## config.mk

```make
export PLATFORM = sky130hd
export DESIGN_NAME = mtap_joy
export DESIGN_NICKNAME = d
export VERILOG_FILES = /design/src/design/mtap_pkg.sv /design/src/design/mtap_joy.sv
export SDC_FILE = /design/constraint.sdc
export NUM_CORES = 1
export LEC_CHECK = 0
export BUFFER_PORTS_ARGS = -buffer_cell sky130_fd_sc_hd__buf_2
export CORE_MARGIN = 3
export CORE_UTILIZATION = 30
export DETAILED_ROUTE_END_ITERATION = 8
export PLACE_DENSITY = 0.74
export SLEW_MARGIN = 30
export SYNTH_ARGS = -nofsm -noshare
export SYNTH_HDL_FRONTEND = slang
export SYNTH_SLANG_ARGS = --single-unit
```

## constraint.sdc

```tcl
create_clock -name clk -period 4.65 [get_ports clk]
set_clock_uncertainty 0.2 [all_clocks]
set_input_delay 0.2325 -clock clk [delete_from_list [all_inputs] [get_ports clk]]
set_output_delay 0.2325 -clock clk [all_outputs]
set_load 0.01 [all_outputs]
```

## src/design/mtap_pkg.sv

```systemverilog
`default_nettype none
package mtap_pkg;

  localparam int ADDR_W = 21;
  localparam int PAD_MAX = 5;
  localparam int PAD_LINES_W = 12;
  localparam int PAD_TYPES_W = 2 * PAD_MAX;
  localparam int CFG_DATA_W = PAD_TYPES_W;

  localparam int DEF_PAD_COUNT = 5;
  localparam int DEF_BACKUP_BYTES = 2048;

  // 1 KB pages: compare address bits above the page offset
  localparam int PAGE_LSB = 10;
  localparam logic [ADDR_W-1:0] JOY_PAGE = 21'h1ff000;
  localparam logic [ADDR_W-1:0] LOCK_PAGE = 21'h1ff800;
  localparam logic [ADDR_W-1:0] BRAM_BASE = 21'h1ee000;

  localparam logic [3:0] LOCK_RD_NIB = 4'h3;
  localparam logic [3:0] UNLOCK_WR_NIB = 4'h7;

  localparam logic MODE_READ = 1'b0;
  localparam logic MODE_WRITE = 1'b1;

  localparam logic REG_PAD_TYPES = 1'b0;
  localparam logic REG_REGION = 1'b1;

  localparam logic [1:0] TYPE_TWO_BUTTON = 2'd0;
  localparam logic [1:0] TYPE_SIX_TOGGLE = 2'd2;

  localparam logic [3:0] NIB_NO_PAD = 4'hf;

  typedef logic [PAD_MAX-1:0][PAD_LINES_W-1:0] pad_lines_t;

  typedef struct packed {
    logic       wr;
    logic [7:0] data;
  } joy_cmd_t;

endpackage
`default_nettype wire

```

## src/design/mtap_joy.sv

```systemverilog
`default_nettype none
module mtap_joy
  import mtap_pkg::*;
#(
  parameter int PAD_COUNT = DEF_PAD_COUNT
) (
  input  wire logic                   clk,
  input  wire logic                   rst,
  input  wire joy_cmd_t               cmd,
  input  wire logic [PAD_TYPES_W-1:0] pad_types,
  input  wire logic                   region,
  input  wire pad_lines_t             pads,
  output logic [7:0]                  joy_byte
);

  logic [2:0] port_counter, port_counter_next;
  logic nibble_select;
  logic [PAD_COUNT-1:0] phase, phase_next;

  logic [3:0] nib;
  logic [PAD_LINES_W-1:0] sel_lines;
  logic [1:0] sel_kind;
  logic sel_phase;
  logic sel_hit;
  logic [PAD_LINES_W-1:0] v;

  always_comb begin
    sel_lines = '0;
    sel_kind = TYPE_TWO_BUTTON;
    sel_phase = 1'b0;
    sel_hit = 1'b0;
    for (int i = 0; i < PAD_COUNT; i++) begin
      if (port_counter == 3'(i)) begin
        sel_lines = pads[i];
        sel_kind = pad_types[2*i +: 2];
        sel_phase = phase[i];
        sel_hit = 1'b1;
      end
    end
    if (sel_kind == TYPE_TWO_BUTTON) begin
      v = {4'b0, sel_lines[7:0]};
    end else if (sel_phase) begin
      v = {8'b0, sel_lines[11:8]};
    end else begin
      v = sel_lines;
    end
    if (nibble_select) begin
      v = v >> 4;
    end
    nib = sel_hit ? v[3:0] : NIB_NO_PAD;
    joy_byte = {1'b1, region, 2'b11, nib};
  end

  always_comb begin
    port_counter_next = port_counter;
    phase_next = phase;
    if (!nibble_select && cmd.data[0]) begin
      port_counter_next = port_counter + 3'd1;
    end
    if (cmd.data[1]) begin
      port_counter_next = '0;
      for (int i = 0; i < PAD_COUNT; i++) begin
        if (pad_types[2*i +: 2] == TYPE_SIX_TOGGLE) begin
          phase_next[i] = ~phase[i];
        end
      end
    end
  end

  always_ff @(posedge clk) begin
    if (rst) begin
      port_counter <= '0;
      nibble_select <= 1'b0;
      phase <= '0;
    end else if (cmd.wr) begin
      port_counter <= port_counter_next;
      nibble_select <= cmd.data[0];
      phase <= phase_next;
    end
  end

  // a clear bit always lands the counter on pad 0
  a_clear_zeroes: assert property (@(posedge clk) disable iff (rst)
    cmd.wr && cmd.data[1] |=> port_counter == '0)
    else $error("port counter not cleared");

  a_state_only_on_write: assert property (@(posedge clk) disable iff (rst)
    !cmd.wr |=> $stable(port_counter) && $stable(nibble_select) && $stable(phase))
    else $error("pad state changed without a write");

  a_select_follows_bit0: assert property (@(posedge clk) disable iff (rst)
    cmd.wr |=> nibble_select == $past(cmd.data[0]))
    else $error("nibble select wrong");

endmodule
`default_nettype wire

```

---- After elaboration in Yosys (flattened, before gate mapping) ----
Index checks and enable logic that the tools add are counted.
W data, S select, Z words.
storage, ports and cells
  register bits ........................... 9
  bits of input ports ..................... 82
  output and inout port bits .............. 8
  word-level logic and storage cells ...... 59
cells by class
  add/subtract/negate cells ............... 1
  equality and inequality tests ........... 9
  mux-type cells .......................... 26
  bitwise gates (word level) .............. 5
  reduce and logical (&&, ||, !) cells .... 11
operators by type and width
  operator               count
  $mux W12               5
  $mux W8                2
  $reduce_and A3 Y1      5
  $eq A2 B2 Y1 const B   5
  $mux W1                10
  $mux W2                5
  $mux W4                2
  $eq A3 B2 Y1 const B   2
  $mux W3                2
  $not A1 Y1             5
  $add A3 B1 Y3 const B  1
  $eq A3 B1 Y1 const B   1
  $eq A3 B3 Y1 const B   1
  $logic_not A3 Y1       1
  $logic_not A2 Y1       1
  $reduce_and A2 Y1      1
  $reduce_bool A2 Y1     1
  $logic_and A1 B1 Y1    1
  $logic_not A1 Y1       1

---- Depth between registers and ports, before layout ----
Gate-level depths: netlist (run 1).
  depth in word-level cells ............... 10
  gate-level depth with buffers ........... 10
  gate-level depth less buffers ........... 8

---- Least setup slack after synthesis (run 1) ----
Ideal clock, no wire load.
  kind .................................... register to output
  start point ............................. register port_counter[0]
  end point ............................... output joy_byte[2]
  arrival time ............................ 1.915 ns
  required time ........................... 4.218 ns
  slack ................................... 2.303 ns
  cell stages (with the launch flop) ...... 9
  path buffers ............................ 0
  path through ............................ dfxtp_1 -> ha_1 -> ha_1 -> nor2_8 -> nand2_1 -> o221ai_1 -> or2b_1 -> a21bo_2 -> a311o_1
between the ends
  longest elaborated chain between the ends .. 10
  elaborated cells between the ends (all ways) .. 30
  classes of those cells .................. eq/ne: 4; mux: 24; reduce/logical: 2
ends and longest elaborated chain
  element                                               line                            source
  start: declaration                                    mtap_joy.sv:16                  logic [2:0] port_counter, port_counter_next;
  start signal: assignment                              mtap_joy.sv:76                  port_counter <= port_counter_next;
  $logic_not A3 Y1                                      mtap_joy.sv:33                  if (port_counter == 3'(i)) begin
  $mux W12, or another cell as far along (5 in series)  mtap_joy.sv:33
  $mux W8 or $logic_not A2 Y1 (tied branches)           mtap_joy.sv:42, mtap_joy.sv:40
  $mux W8                                               mtap_joy.sv:40                  if (sel_kind == TYPE_TWO_BUTTON) begin
  $mux W4                                               mtap_joy.sv:47                  if (nibble_select) begin
  $mux W4 (*)                                           mtap_joy.sv:50                  nib = sel_hit ? v[3:0] : NIB_NO_PAD;
  end: declaration                                      mtap_joy.sv:13                  output logic [7:0] joy_byte
Mark *: on every way between the ends. The rest lies on a longest branch, timed or not.

---- Worst setup path after layout (run 1) ----
  start point ............................. register port_counter[2]
  end point ............................... output joy_byte[2]
The elaborated chain is that of the path after synthesis.

==> results of run 1 <==
[state kept, by name (all words and copies together), names as in the netlist]
signal and flops:
nibble_select 1, port_counter 3, phase 5
[synthesized netlist by cell type, drive strengths merged, types with 5 or more instances]
cell and number:
inv 7, nor2 15, a32oi 6, buf 13, nand2b 7, nor3b 6
dfxtp 9, a21oi 22, ha 5, o21ai 12, xnor2 5, and3 5
nand2 22
[through the flow]
| stage | instances | total power [mW] |
|---|---|---|
| floorplan | 178 | 0.1402 |
| global route | 294 | 0.2904 |
| CTS | 294 | 0.2743 |
| detailed placement | 290 | 0.1838 |
| global placement | 290 | 0.1822 |
| finish | 294 | 0.2706 |
[per-layer routing]
metal / vias up / part of all wire [%] / global-route usage, %
li1: 772 / - / -
met1: 660 / 43 / 21.55
met2: 65 / 47 / 25.20
met3: 6 / 8.7 / 1.543
met4: 0 / 1.3 / 5.846
met5: - / 0 / 0
[area by class of cell]
type	count	area (sq um)
inverter	7	26.28
sequential	9	180.2
fill	423	2384
multi-input combinational	146	969.7
tap	50	62.56
clock buffer	4	45.04
timing repair buffer	78	390.4
[power by group through the flow]
stage               sequential (mW)  clock [mW]  combinational, mW
global route                 0.0842      0.0955              0.111
CTS                          0.0837      0.0913             0.0993
finish                       0.0838      0.0886             0.0983
floorplan                    0.0832           0             0.0570
detailed placement           0.0850           0             0.0988
global placement             0.0848           0             0.0974
[worst max-delay path, stage by stage, from the launching register on]
cell and delay, ns:
dfxtp_1 0.66, inv_1 0.13, ha_1 0.50, nor2_8 0.26, nand2_1 0.14, o221ai_1 0.29, or2b_1 0.26, a21bo_2 0.19
a311o_1 0.26, buf_2 0.14
[worst paths after layout]
check	startpoint	to	slack, ns
setup / recovery	port_counter[2]$_SDFFE_PP0P_	joy_byte[2]	1.17
hold / removal	cmd[0]	nibble_select$_SDFFE_PP0P_	0.05
setup reg to reg	port_counter[2]$_SDFFE_PP0P_	port_counter[2]$_SDFFE_PP0P_	3.04
hold reg to reg	port_counter[0]$_SDFFE_PP0P_	port_counter[0]$_SDFFE_PP0P_	0.30
[logic make-up after synthesis]
logic type / after synthesis
fa+ha+maj: 5
simple gates: 64
mux: 6
other cells: 1
flops: 9
xor+xnor: 5
buf+inv: 23
compound gates: 63
==> results.py, run 1 <==
metrics = {
    "status": {
        "outcome": "completed",
    },
    "logic_synthesis": {
        "synth-simple-area-share_pct": 27.30,
        "synth-xor-area-share_pct": 3.425,
        "synth-compound-area-share_pct": 34.15,
        "synth_cell_types": 43,
        "yosys-top-cells-area": "dfxtp_1 (14%), a21oi_1 (8.2%), nand2_1 (6.5%)",
        "avgSynthCellArea_sq_um": 7.265,
        "synth_area_sq_um": 1279,
        "synth_top_family_by_area": "compound AO/OA/AOI/OAI gates",
        "postSynth.asyncResetShare_pct": 0,
        "synth_seq_cells": 9,
        "seq_area_frac_synth_pct": 14.09,
        "yosys.area.top_type": "dfxtp_1",
        "yosysTopAreaCellShare_pct": 14.09,
        "postSynthCellCount": 176,
        "synthMuxAreaShare_pct": 5.186,
        "synth_fa_ha_area_share_pct": 4.892,
        "synth-edff-count": 0,
        "synth_flop_cell": "dfxtp_1",
        "yosys_warnings": 0,
    },
    "floorplanning": {
        "core_sq_um": 4058,
        "initial_core_util_pct": 31.51,
        "die_height_um": 71.29,
        "io_pins": 90,
        "chipWidth_um": 71.29,
        "die-area_sq_um": 5082,
        "std_cell_rows": 23,
    },
    "grt": {
        "grt_max_degree": 25,
        "grt_pass1_vias": 1431,
        "antenna_found_initial": 0,
        "grt_use_total_pct": 15.63,
        "grt-ovfl-total": 0,
        "grt_first_pass_wirelength_um": 6479,
    },
    "clocking": {
        "tritoncts": "yes",
        "numCtsBuffers": 3,
        "clk_latency_ns": 0.23,
        "cts_resized": 0,
        "clkSlewWorstSetupHoldPaths_ns": 0.04,
        "root_buffer": "clkbuf_8",
        "cts.sinks": 9,
        "post_cts_buffers": 0,
        "cts_max_path_buffers": 2,
        "postCtsHoldBufs": 0,
        "h-tree-depth": 1,
    },
    "setup_path": {
        "critPathLaunchType": "flip-flop",
        "criticalPathCategory": "flip-flop to primary output",
        "required_ns": 4.22,
        "cp.arrival_ns": 3.05,
        "critPathMaxFanout": 20,
        "reg2reg_depth": 4,
        "crit_path_end_kind": "primary output",
    },
    "detailed_routing": {
        "drc": 0,
        "ant_nets": 0,
        "drtIter0Drc": 67,
        "viasPerCell": 5.112,
        "wl_um": 3959,
        "detail_route.wl_per_cell_um": 13.47,
        "dr.pass1.iters": 4,
        "vias": 1503,
    },
    "timing": {
        "setup_viol": 0,
        "setup_ws_ns": 1.170,
        "worstMarginPinSlew_ns": 0.7970,
        "tns_ns": 0,
        "whs_ns": 0.05218,
        "period_share_pct": 74.83,
        "max_freq_ghz": 0.2874,
        "rsz0062_at_grt": "false",
        "post-route-min-period_ns": 3.480,
        "finalHoldViolCount": 0,
        "slew_headroom_pct": 46.87,
        "maxSlewViolCount": 0,
    },
    "cells_and_area": {
        "post_route_cells_drive_above_1_share_pct": 37.70,
        "fin_nets": 332,
        "final_area_sq_um": 1674,
        "utilization_pct": 41.26,
        "layout_commonest_cell": "buf_2",
        "syn_to_final_growth_pct": 30.92,
        "final_cell_mix": "buf_2 (78), nand2_1 (22), a21oi_1 (21), nor2_1 (14), o21ai_0 (12)",
        "diodes": 0,
    },
    "power": {
        "power_density_nw_per_um2": 161.7,
        "p_leak_nw": 0.7788,
        "peakVddDrop_mv": 0.1283,
        "clockPowerShare_pct": 32.7,
        "p_sw_mw": 0.07702,
        "p_int_mw": 0.1936,
        "switching_share_pct": 28.46,
        "seqPwrFrac_pct": 31.0,
        "combPwrFrac_pct": 36.3,
    },
    "placement": {
        "dpl_cell_area_sq_um": 1629,
        "dp_slack_ns": 1.382,
        "io_buffers": 78,
        "gp_congestion": 0.8277,
        "dp_hpwl_um": 3234,
    },
    "flow_run": {
        "maxCapViolCount": 0,
    },
    "min_path": {
        "hp-class": "input port to flip-flop",
        "worstHoldPathCells": 3,
    },
}
(Power assumes the default switching activity.)
==> inputs of run 2 (changes only) <==
==> constraint.sdc (replaced) <==
create_clock -name clk -period 3.6 [get_ports clk]
set_clock_uncertainty 0.2 [all_clocks]
set_input_delay 0.18 -clock clk [delete_from_list [all_inputs] [get_ports clk]]
set_output_delay 0.18 -clock clk [all_outputs]
set_load 0.01 [all_outputs]
==> run 2 against run 1 <==
Compared with the run above: flip-flop and latch count is the same; count of clock-buffer cells in the layout is the same; sequential share of layout area is 0.14 points lower; die area unchanged; worst hold slack worse by 0.035 ns; power rose by 31%; register-to-register slack worse by 1.1 ns; largest cell class unchanged.
==> results.py, run 2 (synthesis results as in run 1) <==
metrics = {
    "status": {
        "outcome": "completed",
    },
    "timing": {
        "tns_ns": 0,
        "post-route-min-period_ns": 3.118,
        "whs_ns": 0.01681,
        "slew_headroom_pct": 51.78,
        "setup_viol": 0,
        "maxSlewViolCount": 0,
        "max_freq_ghz": 0.3207,
        "worstMarginPinSlew_ns": 0.7234,
        "finalHoldViolCount": 0,
        "period_share_pct": 86.62,
        "rsz0062_at_grt": "false",
    },
    "detailed_routing": {
        "met3_length_um": 372,
        "drtIter0Drc": 71,
        "viasPerCell": 5.037,
        "top_layer_used": "met4",
        "drc": 0,
        "dr.pass1.iters": 4,
        "vias": 1496,
        "detail_route.wl_per_cell_um": 13.89,
        "wl_met2_um": 1933,
        "wl_um": 4126,
        "wl_met1_um": 1761,
        "ant_nets": 0,
    },
    "floorplanning": {
        "std_cell_rows": 23,
        "die-area_sq_um": 5082,
        "core_sq_um": 4058,
        "chipWidth_um": 71.29,
        "die_height_um": 71.29,
        "initial_core_util_pct": 31.51,
        "io_pins": 90,
    },
    "min_path": {
        "hp-class": "input port to flip-flop",
    },
    "power": {
        "power_density_nw_per_um2": 208.6,
        "peakVddDrop_mv": 0.1830,
        "p_leak_nw": 0.7938,
    },
    "cells_and_area": {
        "num-fill-cells": 438,
        "final_cell_mix": "buf_2 (78), nand2_1 (22), a21oi_1 (21), nor2_1 (14), o21ai_0 (12)",
        "largest_reg_flops": 5,
        "syn_to_final_growth_pct": 32.68,
        "layout_commonest_cell": "buf_2",
        "final_area_sq_um": 1697,
        "fin_nets": 335,
        "final_cell_count_no_fill": 297,
        "top_register": "phase",
        "post_route_cells_drive_above_1_share_pct": 38.46,
        "largestRegisters": "phase x5, port_counter x3, nibble_select x1",
        "diodes": 0,
    },
    "clocking": {
        "numCtsBuffers": 3,
        "clk_latency_ns": 0.23,
        "post_cts_buffers": 0,
        "cts_max_path_buffers": 2,
        "tritoncts": "yes",
        "cts_resized": 0,
        "cts.sinks": 9,
        "h-tree-depth": 1,
        "postCtsHoldBufs": 0,
        "root_buffer": "clkbuf_8",
        "clkSlewWorstSetupHoldPaths_ns": 0.05,
    },
    "grt": {
        "grt_first_pass_wirelength_um": 6658,
        "grt_use_total_pct": 16.26,
        "grt-ovfl-total": 0,
        "antenna_found_initial": 0,
        "grt_max_degree": 24,
        "grt_pass1_vias": 1516,
    },
    "placement": {
        "dpl_cell_area_sq_um": 1652,
        "gp_congestion": 0.8429,
        "dp.cells": 293,
        "io_buffers": 78,
        "dp_hpwl_um": 3312,
    },
    "setup_path": {
        "endpoint": "joy_byte[2]",
        "cp.arrival_ns": 2.74,
        "crit_path_end_kind": "primary output",
        "critPathLaunchType": "flip-flop",
        "crit_start": "port_counter[1]$_SDFFE_PP0P_",
        "slowest_delay_ns": 0.62,
        "crit_slowest_cell": "ha_1",
        "criticalPathCategory": "flip-flop to primary output",
        "r2r_start": "port_counter[2]$_SDFFE_PP0P_",
        "reg2reg_to": "port_counter[2]$_SDFFE_PP0P_",
        "critPathMaxFanout": 23,
        "required_ns": 3.22,
        "reg2reg_depth": 4,
        "path_cells": "inv_1, ha_1, nor2_1, and4_4, o41ai_4, mux2_4, a21oi_2, a311o_1, buf_2",
        "r2r_slack_ns": 1.98,
    },
    "flow_run": {
        "maxCapViolCount": 0,
    },
}
[run 2: changes by cell type in the layout (fill, tap and decap cells not counted)]
| cell | delta |
|---|---|
| buf_4 | +3 |
[run 2: final cells by class]
| class | instances | area (sq um) | share of cell area, % |
|---|---|---|---|
| multi-input combinational | 146 | 969.7 | 57.15 |
| timing repair buffer | 81 | 412.9 | 24.34 |
| sequential | 9 | 180.2 | 10.62 |
| tap | 50 | 62.56 | 3.687 |
| clock buffer | 4 | 45.04 | 2.655 |
| inverter | 7 | 26.28 | 1.549 |
[run 2: critical path: cells and delay by family, from the launching register on]
family	cells	cell delay [ns]
AND/OR/NAND/NOR	2	0.35
flip-flops	1	0.33
AO/OA/AOI/OAI	3	0.75
adder cells (fa/ha/maj)	1	0.62
buffers and inverters	2	0.22
multiplexers	1	0.22
[run 2: worst min-delay path by stage]
stage	startpoint	end	slack [ns]	depth (start not counted)
detailed placement	region	joy_byte[6]	0.16	0
floorplan	cmd[0]	nibble_select$_SDFFE_PP0P_	0.13	2
global placement	region	joy_byte[6]	0.16	0
finish	cmd[0]	nibble_select$_SDFFE_PP0P_	0.02	3
CTS	cmd[0]	nibble_select$_SDFFE_PP0P_	0.01	3
global route	cmd[0]	nibble_select$_SDFFE_PP0P_	0.02	3
[run 2: stage by stage]
stage / utilization [%] / total power [mW] / worst slack, ns
3_5_place_dp: 40.70 / 0.2366 / 0.7304
2_1_floorplan: - / 0.1811 / 1.305
4_1_cts: 41.81 / 0.3600 / 0.4738
6_report: 41.81 / 0.3538 / 0.4817
5_1_grt: 41.81 / 0.3773 / 0.2188
3_3_place_gp: 40.70 / 0.2352 / 0.7787
[run 2: where the power goes]
group          internal, mW  switching [mW]  total, mW
sequential            0.103         0.00465      0.108
combinational        0.0698          0.0574      0.127
clock                0.0773          0.0414      0.119
[run 2: metal layers]
layer	track usage, %	up-vias
li1	-	777
met1	20.24	654
met2	27.96	60
met3	2.665	5
met4	6.263	0
met5	0	-
